<file path="src/rtl/core/sws_pkg.sv">
// Shared types and constants for the sliding-window sender.
package sws_pkg;

  localparam int SEQ_COUNT    = 8;
  localparam int SEQ_W        = 3;
  localparam int MAX_WINDOW   = 4;
  localparam int PAYLOAD_BITS = 64;
  localparam int DUP_W        = 4;
  localparam int LIMIT_W      = 3;
  localparam int CFG_DATA_W   = 4;

  localparam int LIMIT_CAP_INT = (MAX_WINDOW < SEQ_COUNT - 1) ? MAX_WINDOW : SEQ_COUNT - 1;
  localparam logic [LIMIT_W-1:0] LIMIT_CAP          = LIMIT_W'(LIMIT_CAP_INT);
  localparam logic [LIMIT_W-1:0] WINDOW_LIMIT_RESET = LIMIT_W'(4);
  localparam logic [DUP_W-1:0]   DUP_THR_RESET      = DUP_W'(3);
  localparam logic [DUP_W-1:0]   DUP_MAX            = DUP_W'(15);

  typedef enum logic [1:0] {
    CMD_SEND    = 2'd0,
    CMD_ACK     = 2'd1,
    CMD_TIMEOUT = 2'd2,
    CMD_NONE    = 2'd3
  } cmd_e;

  typedef enum logic [0:0] {
    CFG_WINDOW_LIMIT = 1'b0,
    CFG_DUP_THR      = 1'b1
  } cfg_idx_e;

  typedef struct packed {
    logic load;
    logic exec;
  } ctrl_cmd_t;

  typedef struct packed {
    logic             accepted;
    logic             tx_valid;
    logic [SEQ_W-1:0] tx_seq;
    logic             stop_valid;
    logic [SEQ_W-1:0] stop_seq;
    logic             start_valid;
    logic [SEQ_W-1:0] start_seq;
    logic             window_full;
    logic [SEQ_W-1:0] in_flight;
  } result_t;

endpackage

</file>
<file path="src/rtl/core/sws_ctrl.sv">
// Controller state machine: input capture, execution and result transfer.
module sws_ctrl import sws_pkg::*; (
  input  logic      clk_i,
  input  logic      rst_ni,
  input  logic      in_valid_i,
  input  logic      out_stall_i,
  output logic      in_stall_o,
  output logic      out_valid_o,
  output ctrl_cmd_t cmd_o
);

  typedef enum logic [2:0] {
    ST_IDLE = 3'b001,
    ST_EXEC = 3'b010,
    ST_RESP = 3'b100
  } state_e;

  state_e state_q, state_d;

  always_comb begin
    state_d   = state_q;
    cmd_o     = '0;
    unique case (state_q)
      ST_IDLE: begin
        if (in_valid_i) begin
          cmd_o.load = 1'b1;
          state_d    = ST_EXEC;
        end
      end
      ST_EXEC: begin
        cmd_o.exec = 1'b1;
        state_d    = ST_RESP;
      end
      ST_RESP: begin
        if (!out_stall_i) begin
          state_d = ST_IDLE;
        end
      end
      default: begin
        state_d = ST_IDLE;
      end
    endcase
  end

  assign in_stall_o  = (state_q != ST_IDLE);
  assign out_valid_o = (state_q == ST_RESP);

  always_ff @(posedge clk_i or negedge rst_ni) begin
    if (!rst_ni) begin
      state_q <= ST_IDLE;
    end else begin
      state_q <= state_d;
    end
  end

endmodule

</file>
<file path="src/rtl/core/sws_dp.sv">
// Datapath: window pointers, duplicate counter, payload store and result registers.
module sws_dp import sws_pkg::*; #(
  parameter int PAYLOAD_BITS = sws_pkg::PAYLOAD_BITS
) (
  input  logic                    clk_i,
  input  logic                    rst_ni,
  input  ctrl_cmd_t               cmd_i,
  input  logic                    cfg_we_i,
  input  cfg_idx_e                cfg_index_i,
  input  logic [CFG_DATA_W-1:0]   cfg_data_i,
  input  logic [1:0]              command_i,
  input  logic [PAYLOAD_BITS-1:0] payload_i,
  input  logic [SEQ_W-1:0]        ack_number_i,
  input  logic                    checksum_ok_i,
  input  logic [SEQ_W-1:0]        timer_id_i,
  output result_t                 res_o,
  output logic [PAYLOAD_BITS-1:0] tx_payload_o
);

  logic [SEQ_W-1:0]        base_q, base_d, next_q, next_d;
  logic [DUP_W-1:0]        dup_q, dup_d;
  logic [LIMIT_W-1:0]      wl_q;
  logic [DUP_W-1:0]        thr_q;
  cmd_e                    cmd_q;
  logic [PAYLOAD_BITS-1:0] data_q;
  logic [SEQ_W-1:0]        ack_q, tid_q;
  logic                    ck_q;
  logic [PAYLOAD_BITS-1:0] rd_q;
  logic [PAYLOAD_BITS-1:0] mem_q [SEQ_COUNT];
  result_t                 res_q, res_d;
  logic [PAYLOAD_BITS-1:0] txp_q, txp_d;

  logic [SEQ_W-1:0]        n, n_new, off, base_m1, lim;
  logic [DUP_W-1:0]        dup_inc;
  logic                    wr_en;

  always_comb begin
    n       = next_q - base_q;
    lim     = (wl_q > LIMIT_CAP) ? SEQ_W'(LIMIT_CAP) : SEQ_W'(wl_q);
    off     = ack_q - base_q;
    base_m1 = base_q - SEQ_W'(1);
    dup_inc = (dup_q == DUP_MAX) ? dup_q : dup_q + DUP_W'(1);
    base_d  = base_q;
    next_d  = next_q;
    dup_d   = dup_q;
    wr_en   = 1'b0;
    res_d   = '0;
    txp_d   = '0;
    case (cmd_q)
      CMD_SEND: begin
        if (n < lim) begin
          wr_en           = 1'b1;
          res_d.accepted  = 1'b1;
          res_d.tx_valid  = 1'b1;
          res_d.tx_seq    = next_q;
          txp_d           = data_q;
          if (n == '0) begin
            res_d.start_valid = 1'b1;
            res_d.start_seq   = next_q;
          end
          next_d = next_q + SEQ_W'(1);
        end
      end
      CMD_ACK: begin
        if (ck_q) begin
          if (off < n) begin
            res_d.stop_valid = 1'b1;
            res_d.stop_seq   = base_q;
            base_d           = ack_q + SEQ_W'(1);
            dup_d            = '0;
            if (next_q != base_d) begin
              res_d.start_valid = 1'b1;
              res_d.start_seq   = base_d;
            end
          end else if (ack_q == base_m1) begin
            dup_d = dup_inc;
            if (dup_inc >= thr_q && n != '0) begin
              res_d.tx_valid = 1'b1;
              res_d.tx_seq   = base_q;
              txp_d          = rd_q;
              dup_d          = '0;
            end
          end
        end
      end
      CMD_TIMEOUT: begin
        res_d.stop_valid  = 1'b1;
        res_d.stop_seq    = tid_q;
        res_d.start_valid = 1'b1;
        res_d.start_seq   = tid_q;
        if (n != '0) begin
          res_d.tx_valid = 1'b1;
          res_d.tx_seq   = base_q;
          txp_d          = rd_q;
        end
      end
      default: begin
      end
    endcase
    n_new             = next_d - base_d;
    res_d.in_flight   = n_new;
    res_d.window_full = (n_new >= lim);
  end

  always_ff @(posedge clk_i) begin
    if (cmd_i.load) begin
      cmd_q  <= cmd_e'(command_i);
      data_q <= payload_i;
      ack_q  <= ack_number_i;
      ck_q   <= checksum_ok_i;
      tid_q  <= timer_id_i;
      rd_q   <= mem_q[base_q];
    end
    if (cmd_i.exec && wr_en) begin
      mem_q[next_q] <= data_q;
    end
    if (cmd_i.exec) begin
      res_q <= res_d;
      txp_q <= txp_d;
    end
  end

  always_ff @(posedge clk_i or negedge rst_ni) begin
    if (!rst_ni) begin
      base_q <= '0;
      next_q <= '0;
      dup_q  <= '0;
      wl_q   <= WINDOW_LIMIT_RESET;
      thr_q  <= DUP_THR_RESET;
    end else begin
      if (cmd_i.exec) begin
        base_q <= base_d;
        next_q <= next_d;
        dup_q  <= dup_d;
      end
      if (cfg_we_i) begin
        unique case (cfg_index_i)
          CFG_WINDOW_LIMIT: wl_q  <= cfg_data_i[LIMIT_W-1:0];
          CFG_DUP_THR:      thr_q <= cfg_data_i[DUP_W-1:0];
          default: begin
          end
        endcase
      end
    end
  end

  assign res_o        = res_q;
  assign tx_payload_o = txp_q;

endmodule

</file>
<file path="src/rtl/core/sliding_window_sender.sv">
// Top level of the sliding-window sender.
// The controller takes an item, executes it against the registered store read, then
//   holds the result in its response state until it is transferred; no new item is
//   taken before that transfer.
// Reset: asynchronous, active low; pointers and duplicate count clear, registers
//   return to window limit 4 and threshold 3; the payload store is not cleared.
module sliding_window_sender import sws_pkg::*; #(
  parameter int PAYLOAD_BITS = sws_pkg::PAYLOAD_BITS
) (
  input  logic                    clk_i,
  input  logic                    rst_ni,
  input  logic                    in_valid_i,
  output logic                    in_stall_o,
  input  logic [1:0]              command_i,
  input  logic [PAYLOAD_BITS-1:0] payload_i,
  input  logic [SEQ_W-1:0]        ack_number_i,
  input  logic                    checksum_ok_i,
  input  logic [SEQ_W-1:0]        timer_id_i,
  output logic                    out_valid_o,
  input  logic                    out_stall_i,
  output logic                    accepted_o,
  output logic                    tx_valid_o,
  output logic [SEQ_W-1:0]        tx_seq_o,
  output logic [PAYLOAD_BITS-1:0] tx_payload_o,
  output logic                    stop_valid_o,
  output logic [SEQ_W-1:0]        stop_seq_o,
  output logic                    start_valid_o,
  output logic [SEQ_W-1:0]        start_seq_o,
  output logic                    window_full_o,
  output logic [SEQ_W-1:0]        in_flight_o,
  input  logic                    cfg_valid_i,
  output logic                    cfg_ready_o,
  input  logic [0:0]              cfg_index_i,
  input  logic [CFG_DATA_W-1:0]   cfg_data_i
);

  ctrl_cmd_t ctrl_cmd;
  result_t   res;

  assign cfg_ready_o = 1'b1;

  sws_ctrl u_ctrl (
    .clk_i       (clk_i),
    .rst_ni      (rst_ni),
    .in_valid_i  (in_valid_i),
    .out_stall_i (out_stall_i),
    .in_stall_o  (in_stall_o),
    .out_valid_o (out_valid_o),
    .cmd_o       (ctrl_cmd)
  );

  sws_dp #(
    .PAYLOAD_BITS (PAYLOAD_BITS)
  ) u_dp (
    .clk_i         (clk_i),
    .rst_ni        (rst_ni),
    .cmd_i         (ctrl_cmd),
    .cfg_we_i      (cfg_valid_i && cfg_ready_o),
    .cfg_index_i   (cfg_idx_e'(cfg_index_i)),
    .cfg_data_i    (cfg_data_i),
    .command_i     (command_i),
    .payload_i     (payload_i),
    .ack_number_i  (ack_number_i),
    .checksum_ok_i (checksum_ok_i),
    .timer_id_i    (timer_id_i),
    .res_o         (res),
    .tx_payload_o  (tx_payload_o)
  );

  assign accepted_o    = res.accepted;
  assign tx_valid_o    = res.tx_valid;
  assign tx_seq_o      = res.tx_seq;
  assign stop_valid_o  = res.stop_valid;
  assign stop_seq_o    = res.stop_seq;
  assign start_valid_o = res.start_valid;
  assign start_seq_o   = res.start_seq;
  assign window_full_o = res.window_full;
  assign in_flight_o   = res.in_flight;

endmodule

</file>
<file path="config.mk">
export PLATFORM = sky130hd
export DESIGN_NAME = sliding_window_sender
export DESIGN_NICKNAME = d
export VERILOG_FILES = /design/src/rtl/core/sws_pkg.sv /design/src/rtl/core/sws_ctrl.sv /design/src/rtl/core/sws_dp.sv /design/src/rtl/core/sliding_window_sender.sv
export SDC_FILE = /design/constraint.sdc
export NUM_CORES = 1
export LEC_CHECK = 0
export ABC_AREA = 0
export BUFFER_PORTS_ARGS = -buffer_cell sky130_fd_sc_hd__buf_2
export CAP_MARGIN = 5
export CORE_MARGIN = 3
export CORE_UTILIZATION = 55
export CTS_CLUSTER_SIZE = 10
export DETAILED_ROUTE_END_ITERATION = 12
export GPL_ROUTABILITY_DRIVEN = 0
export PLACE_DENSITY = 0.73
export SYNTH_ARGS = -nofsm -noshare
export SYNTH_HDL_FRONTEND = slang
export SYNTH_HIERARCHICAL = 1
export SYNTH_SLANG_ARGS = --single-unit
export TNS_END_PERCENT = 100
</file>
<file path="constraint.sdc">
create_clock -name clk_i -period 11.81 [get_ports clk_i]
set_clock_uncertainty 0.15 [all_clocks]
set_input_delay 1.7715 -clock clk_i [delete_from_list [all_inputs] [get_ports clk_i]]
set_output_delay 1.7715 -clock clk_i [all_outputs]
set_load 0.005 [all_outputs]
</file>
==> qor.log <==
qor: run_status.status complete, no violations
qor: drt.drt_iter0_markers 1382
qor: worst_setup_path.endpoint_kind register
qor: synth.synthTopCellsByArea sky130_fd_sc_hd__edfxtp_1 (75%), sky130_fd_sc_hd__mux4_2 (9.9%), sky130_fd_sc_hd__mux2_2 (2.8%)
qor: sta.setup-tns-final 0 ns
qor: layout.drive_gt1_share 32.5%
qor: grt.number_of_antenna_violations_at_the_first_check_in_global_routing 0
qor: synth.synth-seq-area-share 77.2%
qor: clock_network.number_of_clock_buffers_inserted_by_tritoncts 85
qor: clock_network.clkSlewWorstSetupHoldPaths 0.06 ns
qor: pwr.static-leakage-power 0.0106 uW
qor: synth.synth_cell_type_count 52
qor: drt.drc_errors 0
qor: sta.timing.final.crit_share 47.7%
qor: floorplan.initial_core_util 56.1%
qor: pwr.powerDensity 220 nW/um^2
qor: layout.fin_util 63.7%
qor: clock_network.ctsLongestPathBuffers 3
qor: worst_setup_path.crit_type reg -> reg
qor: drt.avgRoutedWirePerCell 25.7 um
qor: floorplan.core-area 51800 sq um
qor: worst_setup_path.critical_path.cell_chain inv_1, fa_1, ha_1, nor4bb_1, nor2_1, nor2_1, nand2_1, inv_4, nand2_1, nor3_2, buf_4, buf_4
qor: worst_setup_path.crit_slowest_cell sky130_fd_sc_hd__dfrtp_4
qor: sta.timing.final.hold_violations 0
qor: synth.post-synth-top-count-cell sky130_fd_sc_hd__edfxtp_1
qor: sta.setup-violations-final 0
qor: worst_setup_path.cp.arrival 5.71 ns
qor: drt.first_pass_iteration_count_of_the_detailed_router 5
qor: worst_setup_path.path_buf_inv 4
qor: worst_setup_path.max_stage_delay 1.01 ns
qor: clock_network.clock_tree_from_tritoncts done
qor: sta.grt_setup_unrepaired false
qor: sta.achievable-frequency 0.178 GHz
qor: synth.netlist.top_cell.by_area sky130_fd_sc_hd__edfxtp_1
qor: floorplan.dieWidth 236 um
qor: clock_network.cts.repair.resized 0
qor: drt.detail_route.wirelength 59400 um
qor: grt.first_global_vias 15067
qor: clock_network.clk-insertion-delay-late 0.62 ns
qor: pwr.finalPower 7250 uW
qor: synth.yosys_warnings 6
qor: run.maxCapViolations 0
qor: sta.final.min_clock_period 5.63 ns
qor: place.io_buffer_count 165
qor: clock_network.tritoncts_num_sinks 750
qor: worst_setup_path.timing.critical_path.fanout_max 58
qor: synth.synthesis.area_per_instance 20.7 sq um
qor: synth.ys_dominant_reg_cell sky130_fd_sc_hd__edfxtp_1
qor: worst_setup_path.timing.critical_path.from_type register
qor: sta.timing.final.max_slew_violations 0
qor: layout.nets 1714
qor: floorplan.die_ar 55600 sq um
qor: synth.postSynthNetCount 1514
qor: clock_network.h_tree_levels 3
qor: synth.edff_count_synth 730
qor: floorplan.placementRows 83
qor: synth.synth-async-reset-ratio 2.67%
qor: worst_setup_path.cp.required 11.89 ns
qor: worst_hold_path.hold_class reg -> reg
qor: grt.maximum_number_of_pins_on_one_net_before_global_route_repair 139
qor: clock_network.cts-root-buf sky130_fd_sc_hd__clkbuf_16
qor: synth.synth.cells.most_frequent sky130_fd_sc_hd__edfxtp_1 (730), sky130_fd_sc_hd__a21oi_1 (140), sky130_fd_sc_hd__mux4_2 (128)
qor: floorplan.fp.dieH 236 um
qor: layout.num_antenna_cells 0
qor: synth.post_synth_inst_count 1405
qor: worst_setup_path.kind_of_cell_adding_the_most_delay_to_the_critical_path buffers and inverters
qor: grt.total_global_routing_overflow 0
qor: clock_network.post_cts_setup_buffers 0
qor: drt.vias_per_cell 6.17
qor: synth.postSynthRegisterBits 750
qor: synth.syn_area 29100 sq um
qor: place.dp_hpwl 30700 um
qor: drt.vias 14260
qor: synth.yosys.area.top_type_share 75.4%
qor: sta.tightestPinTransition 1.14 ns
qor: layout.area_growth_syn_to_layout 13.6%
qor: floorplan.pin_count 167
qor: grt.grt_use_total 21.6%
qor: drt.route.antenna.remaining_nets 0
qor: pwr.ir_worst_vdd 0.000194 V
qor: clock_network.postCtsHoldBufs 0
qor: sta.max-slew-margin-rel 23.8%
qor: grt.wire_length_of_the_first_global_routing_pass 91700 um
[worst register-to-register path, cell delays in order (launching register included)]
cell and delay (ns):
sky130_fd_sc_hd__dfrtp_4 1.01, sky130_fd_sc_hd__inv_1 0.35, sky130_fd_sc_hd__fa_1 0.60, sky130_fd_sc_hd__ha_1 0.24
sky130_fd_sc_hd__nor4bb_1 0.29, sky130_fd_sc_hd__nor2_1 0.08, sky130_fd_sc_hd__nor2_1 0.13, sky130_fd_sc_hd__nand2_1 0.20
sky130_fd_sc_hd__inv_4 0.53, sky130_fd_sc_hd__nand2_1 0.32, sky130_fd_sc_hd__nor3_2 0.22, sky130_fd_sc_hd__buf_4 0.39
sky130_fd_sc_hd__buf_4 0.73
[worst paths after layout]
check	from	endpoint	slack (ns)	depth (start not counted)
setup / recovery	u_dp/base_q[1]	u_dp/mem_q[2][40]	6.18	12
hold / removal	u_dp/wl_q[1]	u_dp/wl_q[1]	0.36	1
setup reg to reg	u_dp/base_q[1]	u_dp/mem_q[2][40]	6.18	12
hold reg to reg	u_dp/wl_q[1]	u_dp/wl_q[1]	0.36	1
max in group asynchronous	rst_ni	u_dp/base_q[1]	10.12	1
min in group asynchronous	rst_ni	u_dp/wl_q[1]	0.99	1
[state kept, by name (all words and copies together), names as in the netlist]
register,cells
u_dp/thr_q,4
u_dp/rd_q,64
u_dp/ck_q,1
u_dp/mem_q,512
u_ctrl/state_q,3
u_dp/tid_q,3
u_dp/next_q,3
u_dp/ack_q,3
u_dp/base_q,3
u_dp/res_o,17
u_dp/tx_payload_o,64
u_dp/wl_q,3
u_dp/dup_q,4
u_dp/cmd_q,2
u_dp/data_q,64
[placed cells by master, fill, tap and decap left out, types with 21 or more instances in the layout]
master,count
sky130_fd_sc_hd__nand2_1,21
sky130_fd_sc_hd__buf_2,165
sky130_fd_sc_hd__ha_1,22
sky130_fd_sc_hd__mux2_2,73
sky130_fd_sc_hd__edfxtp_1,730
sky130_fd_sc_hd__clkbuf_16,85
sky130_fd_sc_hd__a21oi_1,140
sky130_fd_sc_hd__clkbuf_1,21
sky130_fd_sc_hd__mux4_2,128
sky130_fd_sc_hd__buf_4,27
sky130_fd_sc_hd__a211oi_1,47
[where the power goes]
| part | switching (uW) | internal (uW) |
|---|---|---|
| logic | 742 | 636 |
| clock network | 960 | 1300 |
| registers | 265 | 3340 |
| total | 1970 | 5280 |
[cell families (layout without fill, tap and decap cells)]
family | count (synthesis) | count (layout) | synth area share (%)
AO/OA/AOI/OAI | 232 | 232 | 5.10
XOR/XNOR | 14 | 14 | 0.521
adder cells (fa/ha/maj) | 26 | 26 | 1.20
buffers and inverters | 99 | 326 | 1.52
flip-flops | 750 | 750 | 77.2
multiplexers | 207 | 207 | 13.0
other | 1 | 1 | 0.0129
AND/OR/NAND/NOR | 76 | 76 | 1.52
[routing by layer]
layer  vias to the layer above  GRT usage, %  share of wire, %
met2                       585          34.4                48
met4                         0          6.42               2.6
met3                       108          4.10               6.8
met5                         -             0                 0
li1                       6144             -                 -
met1                      7423          30.9                42
[per-stage QoR]
step           setup WS (ns)  hold WS, ns  instance area, sq um  instances
3_5_place_dp            6.18        0.352                 30700       2198
4_1_cts                 6.14        0.363                 33000       2312
5_1_grt                 5.86        0.386                 33000       2312
3_3_place_gp            6.27        0.345                 30700       2198
6_report                6.18        0.360                 33000       2312
2_1_floorplan          0.758        0.329                 29100       1405
[area by class of cell]
class	count	area, sq um
clock inverters	8	121
multi-input cells	556	6270
flip-flops and latches	750	22400
well taps	680	851
inverters	19	73.8
clock buffers	106	2210
fillers	3412	18800
repair buffers	193	1050
Note: power is estimated with default switching activity, not from simulation.
